File: config.mk
export PLATFORM = sky130hd
export DESIGN_NAME = adc_frame_crc_parser_core
export DESIGN_NICKNAME = d
export VERILOG_FILES = /design/src/afcp_pkg.sv /design/src/afcp_cell.sv /design/src/adc_frame_crc_parser_core.sv
export SDC_FILE = /design/constraint.sdc
export NUM_CORES = 1
export LEC_CHECK = 0
export ABC_AREA = 1
export BUFFER_PORTS_ARGS = -buffer_cell sky130_fd_sc_hd__clkbuf_2
export CAP_MARGIN = 10
export CORE_ASPECT_RATIO = 1.25
export CORE_UTILIZATION = 25
export CTS_BUF_LIST = sky130_fd_sc_hd__clkbuf_8
export CTS_CLUSTER_DIAMETER = 200
export DETAILED_ROUTE_END_ITERATION = 10
export SKIP_CTS_REPAIR_TIMING = 1
export SYNTH_ARGS = -nofsm -noshare
export SYNTH_HDL_FRONTEND = slang
export SYNTH_SLANG_ARGS = --single-unit
export TNS_END_PERCENT = 1
File: constraint.sdc
create_clock -name clock -period 14.77 [get_ports clock]
set_input_delay 1.477 -clock clock [delete_from_list [all_inputs] [get_ports clock]]
set_output_delay 1.477 -clock clock [all_outputs]
set_load 0.02 [all_outputs]
File: src/afcp_pkg.sv
package afcp_pkg;

   localparam int SAMPLE_W         = 24;
   localparam int CH_W             = 3;
   localparam int DEF_CHANNELS     = 8;
   localparam int DEF_HEADER_BYTES = 3;

   localparam logic [15:0] CRC_POLY = 16'h8005;
   localparam logic [15:0] CRC_INIT = 16'hFFFF;

   typedef struct packed {
      logic [7:0] byte_value;
      logic       frame_start;
   } in_type;

   typedef struct packed {
      logic [CH_W-1:0]            channel;
      logic signed [SAMPLE_W-1:0] sample;
      logic                       crc_error;
      logic                       last;
   } out_type;

   // one cell moves: shift strobe and the word entering it
   typedef struct packed {
      logic                shift;
      logic [SAMPLE_W-1:0] data;
   } cell_ctl_type;

   // crc-16, msb first, no reflection, no final xor
   function automatic logic [15:0] crc_byte(input logic [15:0] crc, input logic [7:0] b);
      logic [15:0] c;
      c = crc ^ {b, 8'h00};
      for (int i = 0; i < 8; i++) begin
         if (c[15]) begin
            c = {c[14:0], 1'b0} ^ CRC_POLY;
         end else begin
            c = {c[14:0], 1'b0};
         end
      end
      return c;
   endfunction

endpackage

File: src/afcp_cell.sv
module afcp_cell (
   input  logic                  clock,
   input  afcp_pkg::cell_ctl_type ctl,
   output logic [afcp_pkg::SAMPLE_W-1:0] data_out
);
   import afcp_pkg::*;

   logic [SAMPLE_W-1:0] word_ff;

   always_ff @(posedge clock) begin
      if (ctl.shift) begin
         word_ff <= ctl.data;
      end
   end

   assign data_out = word_ff;

endmodule

File: src/adc_frame_crc_parser_core.sv
// Parses ADC frames arriving one byte per transfer: HEADER_BYTES status bytes, CHANNELS
// 24-bit big-endian channel words, then two CRC bytes when crc_check_enable (register 0)
// was set at the first byte of the frame. Every byte before the CRC bytes passes through a
// CRC-16 (poly 0x8005, init 0xFFFF), and while a frame is being received a byte is taken
// every cycle. Finished channel words enter a row of CHANNELS sample cells that shift toward
// the output end. After the last byte of a frame the input is stalled while the results go
// out, one result per cycle the output is not stalled: the row is rotated out as CHANNELS
// results for a good frame, a single crc_error result for a bad one. Bytes after the frame
// end produce nothing until a byte with frame_start set.
module adc_frame_crc_parser_core #(
   parameter int CHANNELS     = afcp_pkg::DEF_CHANNELS,
   parameter int HEADER_BYTES = afcp_pkg::DEF_HEADER_BYTES
) (
   input  logic              clock,
   input  logic              reset,
   input  logic              req_valid,
   output logic              req_stall,
   input  afcp_pkg::in_type  req_data,
   output logic              rsp_valid,
   input  logic              rsp_stall,
   output afcp_pkg::out_type rsp_data,
   input  logic              psel,
   input  logic              penable,
   input  logic              pwrite,
   input  logic [2:0]        paddr,
   input  logic [31:0]       pwdata,
   output logic [31:0]       prdata,
   output logic              pready
);
   import afcp_pkg::*;

   localparam int DATA_LEN = HEADER_BYTES + 3 * CHANNELS;
   localparam int POS_W    = $clog2(DATA_LEN + 2);

   localparam logic [POS_W:0]  DATA_LEN_X = (POS_W + 1)'(DATA_LEN);
   localparam logic [POS_W:0]  HDR_X      = (POS_W + 1)'(HEADER_BYTES);
   localparam logic [CH_W-1:0] LAST_CH    = CH_W'(CHANNELS - 1);

   typedef enum logic [1:0] {ST_PARSE, ST_EMIT, ST_ERROR} state_type;

   state_type           state_ff;
   logic                enable_ff;
   logic [POS_W-1:0]    pos_ff;
   logic [15:0]         crc_ff;
   logic [1:0]          k_ff;
   logic [15:0]         word_ff;
   logic [7:0]          rx_hi_ff;
   logic                done_ff;
   logic                latched_ff;
   logic [CH_W-1:0]     cnt_ff;
   logic                rsp_valid_ff;
   out_type             rsp_ff;

   logic [SAMPLE_W-1:0] cell_q [CHANNELS];
   cell_ctl_type        head_ctl;
   logic                shift_in;

   logic                accept;
   logic                rsp_free;
   logic [POS_W:0]      p_x;
   logic [15:0]         crc_cur;
   logic [1:0]          k_cur;
   logic                done_cur;
   logic                latched_in;
   logic [15:0]         crc_in;
   logic [POS_W:0]      frame_bytes;
   logic                is_data;
   logic                is_word;
   logic                frame_end;
   logic                crc_bad;
   logic [7:0]          b;

   assign b        = req_data.byte_value;
   assign accept   = req_valid && !req_stall;
   assign rsp_free = !rsp_valid_ff || !rsp_stall;

   // a frame start byte sees a cleared frame
   assign p_x         = req_data.frame_start ? '0 : {1'b0, pos_ff};
   assign crc_cur     = req_data.frame_start ? CRC_INIT : crc_ff;
   assign k_cur       = req_data.frame_start ? 2'd0 : k_ff;
   assign done_cur    = req_data.frame_start ? 1'b0 : done_ff;
   assign latched_in  = (p_x == '0) ? enable_ff : latched_ff;
   assign crc_in      = crc_byte(crc_cur, b);
   assign frame_bytes = DATA_LEN_X + (latched_in ? (POS_W + 1)'(2) : '0);
   assign is_data     = p_x < DATA_LEN_X;
   assign is_word     = is_data && (p_x >= HDR_X);
   assign frame_end   = (p_x + 1'b1) >= frame_bytes;
   assign crc_bad     = latched_in && ({rx_hi_ff, b} != crc_cur);

   assign shift_in = accept && !done_cur && is_word && (k_cur == 2'd2);

   always_comb begin
      head_ctl.shift = shift_in;
      head_ctl.data  = {word_ff, b};
      if (state_ff == ST_EMIT) begin
         // rotate so the store survives the burst
         head_ctl.shift = rsp_free;
         head_ctl.data  = cell_q[CHANNELS-1];
      end
   end

   afcp_cell u_cell_0 (
      .clock    (clock),
      .ctl      (head_ctl),
      .data_out (cell_q[0])
   );

   for (genvar i = 1; i < CHANNELS; i++) begin : g_cell
      cell_ctl_type ctl;
      assign ctl.shift = head_ctl.shift;
      assign ctl.data  = cell_q[i-1];
      afcp_cell u_cell (
         .clock    (clock),
         .ctl      (ctl),
         .data_out (cell_q[i])
      );
   end

   always_ff @(posedge clock) begin
      if (reset) begin
         state_ff     <= ST_PARSE;
         enable_ff    <= 1'b0;
         pos_ff       <= '0;
         crc_ff       <= CRC_INIT;
         k_ff         <= 2'd0;
         word_ff      <= '0;
         rx_hi_ff     <= '0;
         done_ff      <= 1'b0;
         latched_ff   <= 1'b0;
         cnt_ff       <= '0;
         rsp_valid_ff <= 1'b0;
      end else begin
         if (psel && penable && pwrite && (paddr[2] == 1'b0)) begin
            enable_ff <= pwdata[0];
         end
         if (rsp_valid_ff && !rsp_stall) begin
            rsp_valid_ff <= 1'b0;
         end
         unique case (state_ff)
            ST_PARSE: begin
               if (accept && !done_cur) begin
                  latched_ff <= latched_in;
                  crc_ff     <= is_data ? crc_in : crc_cur;
                  if (is_word) begin
                     k_ff <= (k_cur == 2'd2) ? 2'd0 : k_cur + 2'd1;
                     if (k_cur == 2'd0) begin
                        word_ff <= {8'h00, b};
                     end else if (k_cur == 2'd1) begin
                        word_ff <= {word_ff[7:0], b};
                     end
                  end else begin
                     k_ff <= k_cur;
                  end
                  if (!is_data && (p_x == DATA_LEN_X)) begin
                     rx_hi_ff <= b;
                  end
                  if (frame_end) begin
                     done_ff  <= 1'b1;
                     pos_ff   <= p_x[POS_W-1:0];
                     cnt_ff   <= '0;
                     state_ff <= crc_bad ? ST_ERROR : ST_EMIT;
                  end else begin
                     done_ff <= 1'b0;
                     pos_ff  <= POS_W'(p_x + 1'b1);
                  end
               end
            end
            ST_EMIT: begin
               if (rsp_free) begin
                  rsp_valid_ff      <= 1'b1;
                  rsp_ff.channel    <= cnt_ff;
                  rsp_ff.sample     <= cell_q[CHANNELS-1];
                  rsp_ff.crc_error  <= 1'b0;
                  rsp_ff.last       <= (cnt_ff == LAST_CH);
                  if (cnt_ff == LAST_CH) begin
                     cnt_ff   <= '0;
                     state_ff <= ST_PARSE;
                  end else begin
                     cnt_ff <= cnt_ff + 1'b1;
                  end
               end
            end
            ST_ERROR: begin
               if (rsp_free) begin
                  rsp_valid_ff      <= 1'b1;
                  rsp_ff.channel    <= '0;
                  rsp_ff.sample     <= '0;
                  rsp_ff.crc_error  <= 1'b1;
                  rsp_ff.last       <= 1'b1;
                  state_ff          <= ST_PARSE;
               end
            end
            default: begin
               state_ff <= ST_PARSE;
            end
         endcase
      end
   end

   assign req_stall = (state_ff != ST_PARSE);
   assign rsp_valid = rsp_valid_ff;
   assign rsp_data  = rsp_ff;
   assign prdata    = {31'd0, enable_ff};
   assign pready    = 1'b1;

endmodule

==> results of run 1 <==
-- stage by stage --
stage	util (%)	cell area (um2)	hold slack, ns
6_report	29.1	12300	0.414
5_1_grt	29.1	12300	0.414
4_1_cts	29.1	12300	0.415
3_5_place_dp	27.1	11400	0.405
3_3_place_gp	27.1	11400	0.402
2_1_floorplan	-	10800	0.400
-- worst max-delay path, stage by stage --
cell      delay [ns]
clkbuf_2        0.08
buf_4           0.42
inv_4           0.17
a21oi_4         0.72
inv_2           0.33
nor2_4          0.25
nand3_1         0.14
a21oi_4         0.16
buf_4           0.86
buf_4           1.03
-- path summary, 6_finish.rpt --
| path | end | slack (ns) | cells past startpoint |
|---|---|---|---|
| setup / recovery | g_cell[1].u_cell.data_out[0] | 9.14 | 10 |
| hold reg to reg | g_cell[6].u_cell.data_out[11] | 0.41 | 0 |
| hold / removal | g_cell[6].u_cell.data_out[11] | 0.41 | 0 |
| setup reg to reg | g_cell[1].u_cell.data_out[0] | 9.96 | 10 |
-- sequential cells by signal, indices dropped and copies added (netlist names), 3 cells and up --
| signal | count |
|---|---|
| pos_ff | 5 |
| g_cell.u_cell.data_out | 168 |
| rsp_data | 29 |
| word_ff | 16 |
| u_cell_0.data_out | 24 |
| rx_hi_ff | 8 |
| cnt_ff | 3 |
| crc_ff | 16 |
-- synthesized netlist by cell type (all sizes together) --
cell type,n
o21ai,72
xor2,17
edfxtp,221
o211ai,6
nand4,2
nor2,75
o221ai,5
a21oi,46
inv,92
a211oi,2
o311a,1
ha,7
nor4,2
or2,2
a221oi,1
dfxtp,56
nand2,135
buf,43
conb,2
xnor2,3
clkbuf,16
a211o,1
o2111ai,1
nand3b,1
nor3,3
o22ai,1
nand3,34
-- kinds of logic (layout without fill, tap and decap cells) --
family,count (synthesis),in the layout,share of synthesized area [%]
compound gates,136,136,7.28
xor+xnor,20,20,1.85
fa+ha+maj,7,7,0.818
buf+inv,151,222,6.91
flops,277,277,72.4
other cells,2,32,0.0701
simple gates,254,254,10.7
-- final cells by class --
cell class              count  area share [%]
clock buffers              46            5.16
clock inverters            29            1.66
inverters                  92            2.83
multi-input cells         449            19.1
flip-flops and latches    277            63.2
well taps                 559            5.70
repair buffers             55            2.36
-- routing by layer --
metal	share of wire (%)	track usage [%]
met4	3.2	4.48
met3	5.0	2.10
met2	49	14.8
met5	0.047	0
met1	43	10.8
-- cells in the final DEF, fill, tap and decap left out, types with 3 or more instances in the layout --
cell	instances
edfxtp_1	221
nand2_1	131
inv_1	97
nor2_1	66
o21ai_0	61
dfxtp_1	56
clkbuf_2	49
clkbuf_8	46
a21oi_1	44
conb_1	32
nand3_1	30
xor2_1	14
o21ai_1	9
clkinv_1	8
ha_1	7
o211ai_1	6
buf_4	6
inv_2	5
o221ai_1	5
clkinv_2	5
nor2_4	4
nand3_2	4
nor2_2	3
nand2_2	3
xnor2_1	3
xor2_2	3
bufinv_16	3
-- power by group through the flow --
stage | combinational [mW] | clock, mW | sequential (mW)
2_1_floorplan | 0.0805 | 0 | 0.905
3_3_place_gp | 0.101 | 0 | 0.895
3_5_place_dp | 0.103 | 0 | 0.897
4_1_cts | 0.103 | 0.655 | 0.880
5_1_grt | 0.116 | 0.683 | 0.882
6_report | 0.101 | 0.631 | 0.880
==> reports/results.tsv, run 1 <==
metric	value	unit
status	complete, no violations	
fin cells	1507	
Initial Util	25.4	%
num ports	115	
type of the worst setup path	in2reg	
port bufs	49	
total iterations of the first detailed-routing run	5	
Critical Path RT	14.94	ns
total CTS buffers	41	
CP endpoint kind	flop	
Core Area	42100	um2
Critical Path AT	5.80	ns
Placement Rows	84	
routed vias	5991	
Clock power frac	39.1	%
die height	233	um
Final WS setup	9.14	ns
max-slew violation count	0	
Area Overhead vs Synth	14.6	%
Tot GR Track Use	8.89	%
setup TNS	0	ns
Flop pwr share	54.6	%
Critical Path Start Type	primary input	
Seq cells post-synth	277	
power per standard cell area	131	nW/um2
dpl ws	8.49	ns
Avg Inst Size Synth	12.6	um2
Net Sw Power	375	uW
die width	187	um
synthesized netlist cell count	847	
GP Congestion	0.812	
internal power	1.24	mW
top cells by area, synth	edfxtp_1 (62%), dfxtp_1 (10%), nand2_1 (4.6%), inv_1 (3.0%), o21ai_0 (2.8%)	
Worst Tran Pin Value	1.16	ns
Reg clk slew, reported paths	0.06	ns
multi-input logic area	2340	um2
RR Startpoint	state_ff[1]	
largest net degree at the start of global routing	98	
final period utilization	38.2	%
placed insts	1432	
maximum fanout along the worst path	97	
Sw Ratio	23.3	%
antenna violations before repair	1	
synth unique cells	46	
Logic pwr share	6.3	%
initial DRC count	341	
max-capacitance violation count	0	
drt total wl	19.3	mm
critical hold path startpoint	g_cell[5].u_cell.data_out[11]	
maximum vdd drop	0.0000468	V
Clock Skew	0.0214	ns
P_leak	4.52	nW
first-pass GRT wire length	30.6	mm
Worst Setup SP	req_data[0]	
CTS sink count	277	
Fin. Hold Viols	0	
Total Die Area	43700	um2
DP Wirelength	12.4	mm
Syn. warnings	0	
Power, Total	1.61	mW
Hold WC Path Type	reg2reg	
CTS tree	done	
GRT overflow	0	
H-tree depth	2	
Reg area	7760	um2
register area share after synthesis	72.4	%
worst skew pair latency	0.55	ns
WL/cell	12.8	um
clock tree buffer depth	3	
vias in the first global route	5895	
top-area cell type share of the netlist area	61.9	%
min cycle time layout	5.63	ns
RSZ-0062 raised after global routing	false	
# fillers	4252	
diode count	0	
DRC	0	
Vias/cell	3.98	
Final Setup Violations	0	
Total Nets Final	974	
post-synthesis cell area	10700	um2
clk root buf	clkbuf_8	
largest area contributor in the netlist	edfxtp_1	
share of cells above drive strength 1	15.5	%
Post-DRT Antenna Nets	0	
Slew headroom	22.4	%
Max Fclk	0.177	GHz
Power figures use the tool's default switching activity.
==> inputs of run 2 (changes only) <==
- clock period: 14.77 -> 4.8 ns (I/O delays scaled with it)
==> reports/results.tsv, run 2 (same netlist as run 1, synthesis figures left out) <==
metric	value	unit
status	complete, no violations	
Max Fclk	0.317	GHz
largest net degree at the start of global routing	96	
WL/cell	12.7	um
power per standard cell area	393	nW/um2
multi-input logic area	2370	um2
most frequent cells in the layout	edfxtp_1 (221), nand2_1 (131), inv_1 (100), nor2_1 (66), o21ai_0 (61)	
critical hold path startpoint	pwdata[0]	
Critical Path AT	3.34	ns
maximum vdd drop	0.000131	V
final cell area excluding filler cells	12300	um2
Total Nets Final	979	
Tot GR Track Use	8.94	%
internal power	3.70	mW
RR Endpoint	u_cell_0.data_out[0]	
Final WS setup	1.65	ns
DRC	0	
CP endpoint kind	flop	
worst skew pair latency	0.55	ns
GP Congestion	0.812	
Clock power frac	37.6	%
CTS sink count	277	
first-pass GRT wire length	30.6	mm
Worst Tran Pin Value	0.970	ns
# fillers	4218	
Initial Util	25.4	%
Fin. Hold Viols	0	
total CTS buffers	42	
max-slew violation count	0	
die width	187	um
Cell Area, Placed	11500	um2
most common cell after layout, fill and taps aside	edfxtp_1	
R2R depth	11	
num ports	115	
share of cells above drive strength 1	16.1	%
drt total wl	19.2	mm
Final Setup Violations	0	
clk root buf	clkbuf_8	
Total Die Area	43700	um2
clock tree buffer depth	3	
Logic pwr share	6.6	%
port bufs	49	
Reg clk slew, reported paths	0.06	ns
Sw Ratio	23.5	%
Core Area	42100	um2
RR Startpoint	state_ff[0]	
type of the worst setup path	reg2reg	
dpl ws	1.50	ns
P_leak	4.53	nW
R2R setup slack	1.65	ns
Critical Path Start Type	flop	
H-tree depth	2	
Flop pwr share	55.9	%
Reg area	7760	um2
routed vias	6030	
Clock Skew	0.0155	ns
vias in the first global route	5814	
Net Sw Power	1.14	mW
maximum fanout along the worst path	95	
hold-critical path depth	2	
max-capacitance violation count	0	
antenna violations before repair	2	
die height	233	um
Largest register FFs	168	
Vias/cell	3.99	
final period utilization	65.7	%
Placement Rows	84	
CTS tree	done	
min cycle time layout	3.15	ns
initial DRC count	432	
Post-DRT Antenna Nets	0	
Hold WC Path Type	in2reg	
Worst Hold End	enable_ff	
DP Wirelength	12.7	mm
RSZ-0062 raised after global routing	false	
GRT overflow	0	
Area Overhead vs Synth	15.0	%
Critical Path RT	4.99	ns
total iterations of the first detailed-routing run	4	
Slew headroom	35.2	%
-- run 2: worst max-delay path by stage --
stage	start	end	slack, ns	cells past startpoint
after CTS	state_ff[1]	g_cell[3].u_cell.data_out[2]	1.61	11
after detailed placement	req_data[0]	g_cell[1].u_cell.data_out[1]	1.50	10
after floorplan	req_data[0]	g_cell[1].u_cell.data_out[0]	-0.30	10
final	state_ff[0]	u_cell_0.data_out[0]	1.65	11
after global placement	req_data[0]	u_cell_0.data_out[1]	1.57	10
after global routing	state_ff[1]	g_cell[3].u_cell.data_out[2]	1.37	11
-- run 2: stage by stage --
stage | setup TNS [ns] | std cells | hold WS [ns] | total power [mW] | utilization, %
4_1_cts | 0 | 1512 | 0.168 | 4.92 | 29.2
3_3_place_gp | 0 | 1436 | 0.401 | 3.07 | 27.3
2_1_floorplan | -58.50 | 877 | 0.400 | 3.02 | -
5_1_grt | 0 | 1512 | 0.173 | 5.07 | 29.2
3_5_place_dp | 0 | 1436 | 0.405 | 3.08 | 27.3
6_report | 0 | 1513 | 0.203 | 4.84 | 29.2
-- run 2: metal layers --
| metal | GRT usage [%] | vias up | share of wire (%) |
|---|---|---|---|
| li1 | - | 2985 | - |
| met1 | 10.4 | 2888 | 42 |
| met2 | 15.1 | 104 | 50 |
| met3 | 2.34 | 49 | 4.5 |
| met4 | 4.89 | 4 | 3.5 |
| met5 | 0 | - | 0.10 |
-- run 2: cell type report --
class / count / area share (%)
tap: 559 / 5.68
inverter: 92 / 2.84
timing repair buffer: 59 / 2.80
clock inverter: 30 / 1.33
sequential: 277 / 62.9
antenna: 1 / 0.0203
multi-input combinational: 449 / 19.2
clock buffer: 46 / 5.14
-- run 2: power by group through the flow --
stage,combinational [mW],sequential [mW],clock [mW]
after floorplan,0.250,2.77,0
after global placement,0.314,2.75,0
after detailed placement,0.321,2.76,0
after CTS,0.322,2.71,1.89
after global routing,0.360,2.71,1.99
final,0.318,2.71,1.82
-- run 2: critical path, cell delays in order, from the launching register on --
cell	delay [ns]
dfxtp_1	0.32
inv_1	0.08
ha_1	0.30
nand2_1	0.14
a21oi_4	0.12
buf_4	0.31
inv_2	0.21
nor2_4	0.20
nand3_2	0.13
a21oi_4	0.18
buf_12	0.28
buf_12	0.43
==> inputs of run 3 (changes only) <==
- clock period: 4.8 -> 2.9 ns (I/O delays scaled with it)
==> reports/results.tsv, run 3 (same netlist as run 1, synthesis figures left out) <==
metric	value	unit
status	complete, no violations	
total iterations of the first detailed-routing run	5	
power per standard cell area	638	nW/um2
Slew headroom	32.8	%
initial DRC count	418	
diode count	0	
worst skew pair latency	0.53	ns
Clock Skew	0.0165	ns
total CTS buffers	40	
Vias/cell	4.00	
port bufs	49	
maximum fanout along the worst path	50	
num ports	115	
DP Wirelength	12.6	mm
max-capacitance violation count	0	
max-slew violation count	0	
H-tree depth	2	
Total Die Area	43700	um2
P_leak	4.57	nW
CP max stage delay	0.33	ns
# fillers	4220	
Critical Path RT	3.12	ns
die height	233	um
Slowest-stage cell, CP	dfxtp_1	
Critical Path Start Type	flop	
drt total wl	19.0	mm
RSZ-0062 raised after global routing	false	
setup TNS	0	ns
crit-path cells	inv_1 > ha_1 > nand2_1 > a21oi_4 > inv_2 > nor2_4 > nand3_2 > a21oi_4 > buf_12 > buf_4	
antenna violations before repair	2	
Final Setup Violations	0	
CTS tree	done	
largest net degree at the start of global routing	51	
Tot GR Track Use	8.75	%
Placement Rows	84	
Initial Util	25.4	%
Critical Path AT	2.76	ns
final period utilization	87.7	%
first-pass GRT wire length	30.2	mm
WL/cell	12.5	um
Reg clk slew, reported paths	0.06	ns
CP dominant cell by count	a21oi_4	
fin util	29.3	%
Fin. Hold Viols	0	
Max Fclk	0.393	GHz
Total Nets Final	987	
maximum vdd drop	0.000236	V
Worst Tran Pin Value	1.01	ns
Post-DRT Antenna Nets	0	
type of the worst setup path	reg2reg	
clock tree buffer depth	3	
die width	187	um
most frequent cells in the layout	edfxtp_1 (221), nand2_1 (131), inv_1 (100), nor2_1 (66), o21ai_0 (61)	
clk root buf	clkbuf_8	
Largest register FFs	168	
routed vias	6061	
share of cells above drive strength 1	16.4	%
min cycle time layout	2.54	ns
DRC	0	
vias in the first global route	5823	
CP endpoint kind	flop	
Hold WC Path Type	in2reg	
Core Area	42100	um2
most common cell after layout, fill and taps aside	edfxtp_1	
GP Congestion	0.858	
CTS sink count	277	
GRT overflow	0	
Area Overhead vs Synth	15.3	%
-- run 3: cell types whose count changed in the layout (fill, tap and decap cells not counted), sizes merged --
cell	before	now
inv	108	107
buf	10	19
clkbuf	95	93
clkinv	9	8
dlygate4sd3	0	1
diode	1	0
clkinvlp	4	0
-- run 3: worst paths after layout --
kind                                   end  cells after the start  slack [ns]                           from
max                   u_cell_0.data_out[0]                     10        0.36                    state_ff[0]
min                              enable_ff                      2        0.03                       paddr[2]
max reg2reg           u_cell_0.data_out[0]                     10        0.36                    state_ff[0]
min reg2reg  g_cell[5].u_cell.data_out[23]                      0        0.41  g_cell[4].u_cell.data_out[23]
-- run 3: stage by stage --
stage	std cells	area [um2]	hold WS, ns	power, mW	worst slack (ns)
final	1514	12400	0.0315	7.88	0.356
after global placement	1445	11600	0.401	5.09	0.358
after CTS	1513	12300	-0.0189	8.03	0.331
after detailed placement	1445	11600	0.405	5.11	0.281
after floorplan	877	10900	0.400	4.99	-2.01
after global routing	1514	12400	0.0125	8.25	0.168
-- run 3: cell type report --
type / count / area, um2 / area share (%)
inverters: 92 / 350 / 2.84
multi-input cells: 449 / 2370 / 19.2
well taps: 559 / 699 / 5.66
clock inverters: 24 / 121 / 0.982
flip-flops and latches: 277 / 7760 / 62.8
repair buffers: 69 / 448 / 3.63
clock buffers: 44 / 606 / 4.90
-- run 3: worst max-delay path, delay by kind of cell (launching register included) --
| family | cells | cell delay, ns |
|---|---|---|
| and+or+nand+nor | 3 | 0.44 |
| adders and majority gates | 1 | 0.28 |
| AOI/OAI and AO/OA | 2 | 0.33 |
| DFF | 1 | 0.33 |
| buffers and inverters | 4 | 0.82 |
-- run 3: layer usage --
layer,part of all wire (%),up-vias,global-route usage (%)
met1,43,2922,10.3
met3,4.8,34,2.09
met5,0.11,-,0
met2,50,109,15.1
met4,2.5,4,3.94
li1,-,2992,-
-- run 3: report_power, final --
part | switching, mW | total, mW | internal [mW]
clock | 1.39 | 2.87 | 1.47
combinational | 0.382 | 0.537 | 0.155
sequential | 0.0502 | 4.48 | 4.43
